$ cat config.mk
export PLATFORM = sky130hd
export DESIGN_NAME = csrmv_drain
export DESIGN_NICKNAME = d
export VERILOG_FILES = /design/src/rtl/core/csrmv_pkg.sv /design/src/rtl/core/csrmv_drain.sv
export SDC_FILE = /design/constraint.sdc
export NUM_CORES = 1
export LEC_CHECK = 0
export ABC_AREA = 1
export BUFFER_PORTS_ARGS = -buffer_cell sky130_fd_sc_hd__clkbuf_2
export CORE_ASPECT_RATIO = 1.5
export CORE_MARGIN = 5
export CORE_UTILIZATION = 28
export CTS_CLUSTER_DIAMETER = 40
export DETAILED_ROUTE_END_ITERATION = 8
export GPL_TIMING_DRIVEN = 0
export PLACE_DENSITY = 0.51
export SETUP_SLACK_MARGIN = 0.3
export SYNTH_ARGS = -nofsm -noshare
export SYNTH_HDL_FRONTEND = slang
export SYNTH_SLANG_ARGS = --single-unit
$ cat constraint.sdc
create_clock -name i_clk -period 16.77 [get_ports i_clk]
set_input_delay 1.677 -clock i_clk [delete_from_list [all_inputs] [get_ports i_clk]]
set_output_delay 1.677 -clock i_clk [all_outputs]
set_load 0.005 [all_outputs]
$ cat src/rtl/core/csrmv_pkg.sv
// ----------------------------------------------------------------------------
// csrmv_pkg
// shared types and constants for the csr sparse matrix multi-vector block
// ----------------------------------------------------------------------------
package csrmv_pkg;

    // field widths
    localparam int FUNC_W   = 2;
    localparam int VEC_W    = 2;
    localparam int COLUMN_W = 12;
    localparam int VALUE_W  = 32;
    localparam int SUM_W    = 64;
    localparam int RND_W    = 48;
    localparam int ROW_W    = 16;

    // columns that the column field can reach
    localparam int COLUMN_SPAN = 1 << COLUMN_W;

    // parameter defaults
    localparam int DEF_NUM_VECTORS = 4;
    localparam int DEF_MAX_COLUMNS = 4096;

    // command queue between front and back
    localparam int QPTR_W      = 2;
    localparam int QUEUE_DEPTH = 1 << QPTR_W;

    // function codes
    localparam logic [FUNC_W-1:0] FUNC_LOAD  = 2'd0;
    localparam logic [FUNC_W-1:0] FUNC_MAC   = 2'd1;
    localparam logic [FUNC_W-1:0] FUNC_CLOSE = 2'd2;

    // rounding bias for q32.32 to q32.16
    localparam logic signed [SUM_W-1:0] ROUND_BIAS = 64'sd32768;

    localparam logic [SUM_W-1:0] SUM_MAX = {1'b0, {(SUM_W-1){1'b1}}};
    localparam logic [SUM_W-1:0] SUM_MIN = {1'b1, {(SUM_W-1){1'b0}}};

    // classified command held in the queue
    typedef struct packed {
        logic                is_load;
        logic                is_mac;
        logic                close;
        logic [VEC_W-1:0]    vec;
        logic [COLUMN_W-1:0] column;
        logic                col_ok;
        logic [VALUE_W-1:0]  value;
    } t_cmd;

    // control carried down the back pipeline
    typedef struct packed {
        logic valid;
        logic mac;
        logic close;
    } t_stage;

endpackage

$ cat src/rtl/core/csrmv_drain.sv
// ----------------------------------------------------------------------------
// csrmv_drain
// holds one closed row and hands out its per-vector sums one at a time
// ----------------------------------------------------------------------------
module csrmv_drain import csrmv_pkg::*; #(
    parameter int NUM_VECTORS = DEF_NUM_VECTORS
) (
    input  logic                              i_clk,
    input  logic                              i_rst_n,
    input  logic                              i_load,
    input  logic [NUM_VECTORS-1:0][SUM_W-1:0] i_sums,
    input  logic [NUM_VECTORS-1:0]            i_sats,
    output logic                              o_ready,
    output logic                              o_out_valid,
    input  logic                              i_out_stall,
    output logic [ROW_W-1:0]                  o_row_index,
    output logic [VEC_W-1:0]                  o_out_vector,
    output logic [SUM_W-1:0]                  o_row_sum,
    output logic                              o_saturated,
    output logic                              o_last_of_row
);

    localparam int CntW = $clog2(NUM_VECTORS + 1);

    logic [NUM_VECTORS-1:0][SUM_W-1:0] r_sum;
    logic [NUM_VECTORS-1:0]            r_sat;
    logic [CntW-1:0]                   r_cnt;
    logic [VEC_W-1:0]                  r_vec;
    logic [ROW_W-1:0]                  r_row;

    logic take, last;

    assign last    = (r_cnt == CntW'(1));
    assign take    = (r_cnt != '0) && !i_out_stall;
    assign o_ready = (r_cnt == '0) || (last && !i_out_stall);

    always_ff @(posedge i_clk) begin
        if (!i_rst_n) begin
            r_cnt <= '0;
            r_vec <= '0;
            r_row <= '0;
        end else begin
            if (i_load) begin
                r_cnt <= CntW'(NUM_VECTORS);
                r_vec <= '0;
            end else if (take) begin
                r_cnt <= r_cnt - 1'b1;
                r_vec <= r_vec + 1'b1;
            end
            if (take && last) begin
                r_row <= r_row + 1'b1;
            end
        end
    end

    // sums shift toward slot zero as they are taken
    always_ff @(posedge i_clk) begin
        if (i_load) begin
            r_sum <= i_sums;
            r_sat <= i_sats;
        end else if (take) begin
            for (int k = 0; k < NUM_VECTORS - 1; k++) begin
                r_sum[k] <= r_sum[k+1];
                r_sat[k] <= r_sat[k+1];
            end
        end
    end

    assign o_out_valid   = (r_cnt != '0);
    assign o_row_index   = r_row;
    assign o_out_vector  = r_vec;
    assign o_row_sum     = r_sum[0];
    assign o_saturated   = r_sat[0];
    assign o_last_of_row = last;

endmodule

[Yosys cells after proc, flatten, opt, wreduce, memory -nomap -nowiden]
Index checks and enable logic that the tools add are counted.
Cells by class
  reductions and logical operators: 9
  add/subtract/negate cells: 3
  bitwise gates (word level): 1
  muxes and demuxes: 6
  equal/unequal tests: 1
Operator list (number)
  $mux 192: 2
  $add 16x1->16 const B: 1
  $mux 3: 4
  $eq 3x1->1 const B: 1
  $logic_and 1x1->1: 3
  $logic_not 3->1: 1
  $reduce_bool 3->1: 1
  $sub 3x1->3 const B: 1
  $add 2x1->2 const B: 1
  $reduce_bool 2->1: 1
  $reduce_or 2->1: 1
  $logic_not 1->1: 1
  $logic_or 1x1->1: 1
  $not 1->1: 1
Word-level totals
  word-level logic and storage cells: 30
  bits in registers: 281

[Logic depth before layout (Yosys ltp)]
Gate-level depths: netlist of run 1.
  depth in word-level cells: 4
  gate-level depth with buffers: 10

[Worst setup path before layout of run 1]
OpenSTA, ideal clock, no wires.
  kind: in2reg
  start: input port i_load
  end: register r_sum, in the netlist o_row_sum[0] (enable)
  path slack: 9.822 ns
  data arrival time: 5.399 ns
  required time: 15.221 ns
  stages: 4
  cells stage by stage: buf_2 inv_2 clkbuf_1 nand2_1
Between the ends
  longest elaborated chain between the ends: 1
RTL lines
  start: declaration: line csrmv_drain.sv:10  | input logic i_load,
  $reduce_bool 2->1 (no line)
  end signal: assignment: line csrmv_drain.sv:59  | r_sum <= i_sums;
  end signal: indexed assignment: line csrmv_drain.sv:63  | r_sum[k] <= r_sum[k+1];
  end: declaration: line csrmv_drain.sv:25  | logic [NUM_VECTORS-1:0][SUM_W-1:0] r_sum;
No other way between the ends.
A chain may end at the register's enable or synchronous reset.

[Worst setup path after layout of run 1]
  start: input port i_load
  end: register r_sum[154] in the netlist's numbering (enable)
The elaborated chain is that of the path after synthesis.

==> results_dict.tcl, run 1 <==
set metrics [dict create \
    nets 1783 \
    fin_tns_setup_ns 0 \
    finish.utilization_pct 37.50 \
    ir_drop_uv 86.23 \
    post_cts_resized 0 \
    use_met2_pct 26.18 \
    worstRegToRegCells 8 \
    cts_tree "yes" \
    ys_warn_count 0 \
    globalRouteMet1Util_pct 13.54 \
    top_usage_layer "met2" \
    synth_top_area_share_pct 66.27 \
    preCtsSetupSlack_ns 11.76 \
    vias 8530 \
    clock_sinks 281 \
    tightest_slew_ns 0.8043 \
    start_util_pct 28.19 \
    grt_pass1_wl_mm 47.48 \
    boundaryPins 350 \
    drv_slew 0 \
    synth-seq-area-share_pct 69.84 \
    die_h_um 261.2 \
    portBuffers 349 \
    ys_seq_elements 281 \
    fmax_mhz 231.9 \
    critPathKind "primary input to flip-flop" \
    worst_setup_path_start_kind "primary input" \
    period_needed_ns 4.313 \
    gr-usage-met3_pct 3.220 \
    ys_top_cells_by_area "edfxtp_1 (66%), nand2_1 (20%), buf_4 (4.1%)" \
    track_usage_pct 13.40 \
    die_w_um 177.5 \
    cp_max_fo 71 \
    finalWirelength_mm 32.44 \
    grt_overflow 0 \
    p_total_w 0.001859 \
    maxCapViolCount 0 \
    viasPerCell 4.029 \
    slowest_delay_ns 0.68 \
    syn_inst 1122 \
    worst_ep_arrival_time_ns 4.49 \
    holdPathStages 2 \
    relSlewSlack_pct 46.33 \
    r2r_setup_slack_ns 14.21 \
    area_growth_pct 32.99 \
    hold_class "flip-flop to flip-flop" \
    hold_buffers 0 \
    skew_ns 0.01758 \
    ant_nets 0 \
    core-area_sq_um 41790 \
    cts_buffers 39 \
    power.density_nw_per_um2 118.7 \
    crit_end "r_sum[154]" \
    placed_cell_area_sq_um 14320 \
    r2r_end "r_sum[154]" \
    gp_congestion 0.8660 \
    critPathBufInv 6 \
    crit_path_end_kind "flip-flop" \
    crit_required_ns 16.95 \
    row_count 92 \
    cp_slowest_cell "nand2_4" \
    antenna_found_initial 9 \
    remaining_drc_errors 0 \
    yosysUniqueCellTypes 21 \
    num-fill-cells 4191 \
    cts_setup_buffers 0 \
    drt_pre_antenna_iters 4 \
    dieArea_sq_um 46360 \
    startpoint "i_load" \
    cp_top_family "buffers and inverters" \
    finalCritPeriodShare_pct 25.72 \
    first_iter_violations 445 \
    max-clock-path-buffers 3 \
    synth_top_cell_by_area "edfxtp_1" \
    setup_viol 0 \
    clkTransAtPathRegs_ns 0.06 \
    clk_latency_ns 0.53 \
    synth_nets 1390 \
    p_leak_nw 7.312 \
    worst_slack_ns 12.46 \
    cts_root_buf "clkbuf_16" \
    first_global_vias 8777 \
    final_cell_area_sq_um 15670 \
    cts_max_level 2 \
    drive_gt1_share_pct 33.07 \
    r2r_start "r_cnt[0]" \
    postSynthAreaPerCell_sq_um 10.50 \
    multi_input_area_sq_um 2791 \
    worst-path-stages 7 \
    status "complete, no violations" \
    place_hpwl_mm 24.95 \
    worstPathCellList "clkbuf_4 > buf_12 > buf_2 > inv_2 > clkbuf_1 > nand2_4 > buf_16" \
    syn_area_sq_um 11780 \
    seq_area_sq_um 8228 \
    grt_max_degree 72 \
    rsz0062_at_grt "false" \
    hold_viol 0 \
    wl_per_cell_um 15.32 \
]
-- layout by cell type (no fill, tap or decap), drive strengths merged --
cell type / netlist / final
xor2: 1 / 1
a31oi: 1 / 1
clkinvlp: 0 / 5
nor3: 4 / 4
inv: 26 / 31
a21oi: 8 / 8
clkinv: 0 / 13
clkbuf: 23 / 416
dfxtp: 21 / 21
o21ai: 8 / 8
nand2: 628 / 628
nand3: 8 / 8
nand4: 4 / 4
buf: 85 / 88
nor3b: 2 / 2
nor2: 39 / 39
ha: 4 / 4
diode: 0 / 8
bufinv: 0 / 4
edfxtp: 260 / 260
-- worst min path at each step --
| stage | startpoint | to |
|---|---|---|
| 6_report | o_out_vector[1] | o_out_vector[1] |
| 5_1_grt | o_out_vector[1] | o_out_vector[1] |
| 4_1_cts | o_out_vector[1] | o_out_vector[1] |
| 3_5_place_dp | o_out_vector[1] | o_out_vector[1] |
| 3_3_place_gp | o_out_vector[1] | o_out_vector[1] |
| 2_1_floorplan | r_cnt[0] | r_cnt[0] |
-- worst register-to-register path, cell delays in order (launching register included) --
cell     delay, ns
dfxtp_1       0.38
inv_1         0.09
ha_1          0.23
nand2_4       0.10
inv_2         0.06
nor2_4        0.18
inv_1         0.10
nand2_4       0.60
buf_16        0.38
-- stage by stage --
step,instances,hold WS [ns]
after floorplan,1122,0.4473
after global placement,2035,0.4556
after detailed placement,2038,0.4611
after CTS,2109,0.4721
after global routing,2114,0.4832
final,2117,0.4715
-- Yosys cell counts --
cell        n
a21oi_1     8
a31oi_1     1
buf_2      21
buf_4      64
clkbuf_1   23
dfxtp_1    21
edfxtp_1  260
ha_1        4
inv_1      23
inv_2       3
nand2_1   627
nand2_4     1
nand3_1     7
nand3_2     1
nand4_1     4
nor2_1     36
nor2_4      3
nor3_1      4
nor3b_1     2
o21ai_0     8
xor2_1      1
-- layout make-up --
type                            count  share of cell area (%)
Sequential cell                   281                   52.52
Multi-Input combinational cell    707                   17.82
Timing Repair Buffer              352                   11.64
Clock buffer                       44                   6.485
Tap cell                          564                   4.504
Buffer                            108                   4.288
Clock inverter                     27                   1.996
Inverter                           26                  0.6229
Antenna cell                        8                  0.1278
-- flip-flops by register name, summed over array words and instances, names as in the netlist --
signal        count
o_out_vector      2
o_row_index      16
o_row_sum        64
r_cnt             3
r_sat             4
r_sum           192
-- kinds of logic after synthesis --
logic type / after synthesis / synth area share [%]
compound gates: 17 / 0.7329
xor+xnor: 1 / 0.07436
fa+ha+maj: 4 / 0.4248
buf+inv: 134 / 6.531
flops: 281 / 69.84
simple gates: 685 / 22.40
-- per-layer routing --
metal | up-vias | part of all wire, %
met3 | 47 | 6.6
li1 | 4384 | -
met1 | 3851 | 35
met5 | - | 0.052
met2 | 246 | 56
met4 | 2 | 2.3
-- report_power, final --
group	total (W)	leakage (nW)	internal [W]	switching, W
Sequential	0.000861	2.78	0.000845	0.0000161
Clock	0.000829	0.638	0.000508	0.000321
Combinational	0.000169	3.89	0.0000768	0.0000918
Note: power is estimated with default switching activity, not from simulation.
==> inputs of run 2 (changes only) <==
==> constraint.sdc (replaced) <==
create_clock -name i_clk -period 4.3 [get_ports i_clk]
set_input_delay 0.43 -clock i_clk [delete_from_list [all_inputs] [get_ports i_clk]]
set_output_delay 0.43 -clock i_clk [all_outputs]
set_load 0.005 [all_outputs]
==> results_dict.tcl, run 2 (same netlist as run 1, synthesis figures left out) <==
set metrics [dict create \
    row_count 92 \
    setup_viol 0 \
    worst_ep_arrival_time_ns 3.05 \
    cts_root_buf "clkbuf_16" \
    num-fill-cells 4207 \
    cts_max_level 2 \
    ant_nets 0 \
    clk_latency_ns 0.51 \
    max-clock-path-buffers 3 \
    grt_pass1_wl_mm 47.49 \
    finish.utilization_pct 37.14 \
    largest_reg_flops 192 \
    dieArea_sq_um 46360 \
    die_w_um 177.5 \
    r2r_start "r_cnt[0]" \
    wl_per_cell_um 15.36 \
    ir_drop_uv 288.8 \
    final_cell_area_sq_um 15520 \
    cts_tree "yes" \
    gp_congestion 0.8839 \
    area_growth_pct 31.73 \
    crit_end "r_sum[154]" \
    largest_register "r_sum" \
    cts_setup_buffers 0 \
    cp_max_fo 122 \
    crit_path_end_kind "flip-flop" \
    cts_buffers 36 \
    track_usage_pct 13.39 \
    p_leak_nw 7.240 \
    die_h_um 261.2 \
    first_iter_violations 301 \
    post_cts_resized 0 \
    tightest_slew_ns 0.6541 \
    crit_required_ns 4.44 \
    dp.cells 2037 \
    start_util_pct 28.19 \
    hold_buffers 0 \
    startpoint "i_load" \
    relSlewSlack_pct 56.39 \
    fmax_mhz 343.4 \
    finalWirelength_mm 32.42 \
    grt_max_degree 123 \
    finalCritPeriodShare_pct 67.73 \
    vias 8551 \
    p_total_w 0.007006 \
    r2r_end "r_sum[154]" \
    maxCapViolCount 0 \
    first_global_vias 8688 \
    remaining_drc_errors 0 \
    rsz0062_at_grt "false" \
    portBuffers 349 \
    antenna_found_initial 10 \
    critPathKind "primary input to flip-flop" \
    drive_gt1_share_pct 32.73 \
    status "complete, no violations" \
    worstRegToRegCells 8 \
    power.density_nw_per_um2 451.4 \
    r2r_setup_slack_ns 1.69 \
    final_cell_mix "nand2_1 (626), clkbuf_2 (348), edfxtp_1 (260)" \
    period_needed_ns 2.912 \
    instances_no_fill 2111 \
    hold_class "primary input to flip-flop" \
    core-area_sq_um 41790 \
    clkTransAtPathRegs_ns 0.06 \
    mostFrequentLayoutCell "nand2_1" \
    hold_viol 0 \
    nets 1779 \
    clock_sinks 281 \
    drv_slew 0 \
    place_hpwl_mm 24.97 \
    viasPerCell 4.051 \
    skew_ns 0.01319 \
    placed_cell_area_sq_um 14310 \
    boundaryPins 350 \
    grt_overflow 0 \
    worst_setup_path_start_kind "primary input" \
    drt_pre_antenna_iters 6 \
]
==> run 2: changes by cell type in the layout (fill, tap and decap cells not counted), sizes merged <==
cell / previous run / this run
clkinvlp: 5 / 4
clkbuf: 416 / 414
diode: 8 / 10
inv: 31 / 33
bufinv: 4 / 3
buf: 88 / 87
clkinv: 13 / 8
==> run 2: cell type report <==
type / count / area [sq um] / area share [%]
antenna: 10 / 25.02 / 0.1612
tap: 564 / 705.7 / 4.547
inverter: 26 / 97.59 / 0.6288
clock inverter: 22 / 232.7 / 1.500
buffer: 108 / 671.9 / 4.329
timing repair buffer: 351 / 1804 / 11.63
sequential: 281 / 8228 / 53.02
multi-input combinational: 707 / 2800 / 18.04
clock buffer: 42 / 954.7 / 6.151
==> run 2: how the worst min path moves through the flow <==
stage	depth (start not counted)	start	to	slack, ns
2_1_floorplan	1	r_cnt[0]	r_cnt[0]	0.45
3_3_place_gp	2	o_out_vector[1]	o_out_vector[1]	0.45
3_5_place_dp	2	o_out_vector[1]	o_out_vector[1]	0.46
4_1_cts	1	i_sums[251]	r_sum[251]	0.06
5_1_grt	1	i_sums[253]	r_sum[253]	0.06
6_report	1	i_sums[251]	r_sum[251]	0.09
==> run 2: metal layers <==
metal	up-vias	track usage, %	wire (um)
met4	2	5.375	1099
met1	3893	14.34	11770
met3	57	2.845	1913
li1	4370	-	-
met5	-	0	15
met2	229	25.33	17620
==> run 2: stage by stage <==
| step | setup TNS, ns | hold WS, ns | setup WS [ns] |
|---|---|---|---|
| after detailed placement | 0 | 0.4590 | 0.7925 |
| after floorplan | 0 | 0.4473 | 0.5277 |
| after CTS | 0 | 0.06059 | 1.338 |
| final | 0 | 0.08971 | 1.388 |
| after global routing | 0 | 0.06265 | 1.174 |
| after global placement | -477.18 | 0.4534 | -2.476 |
==> run 2: power by group <==
part	switching [W]	internal [W]	total [W]
registers	0.0000614	0.00330	0.00336
clock network	0.00119	0.00180	0.00299
logic	0.000359	0.000297	0.000656
total	0.00161	0.00539	0.00701
==> run 2: worst max-delay path: stages <==
cell	delay, ns
clkbuf_4	0.36
buf_2	0.47
inv_2	0.25
clkbuf_1	0.36
nand2_8	0.52
buf_16	0.46
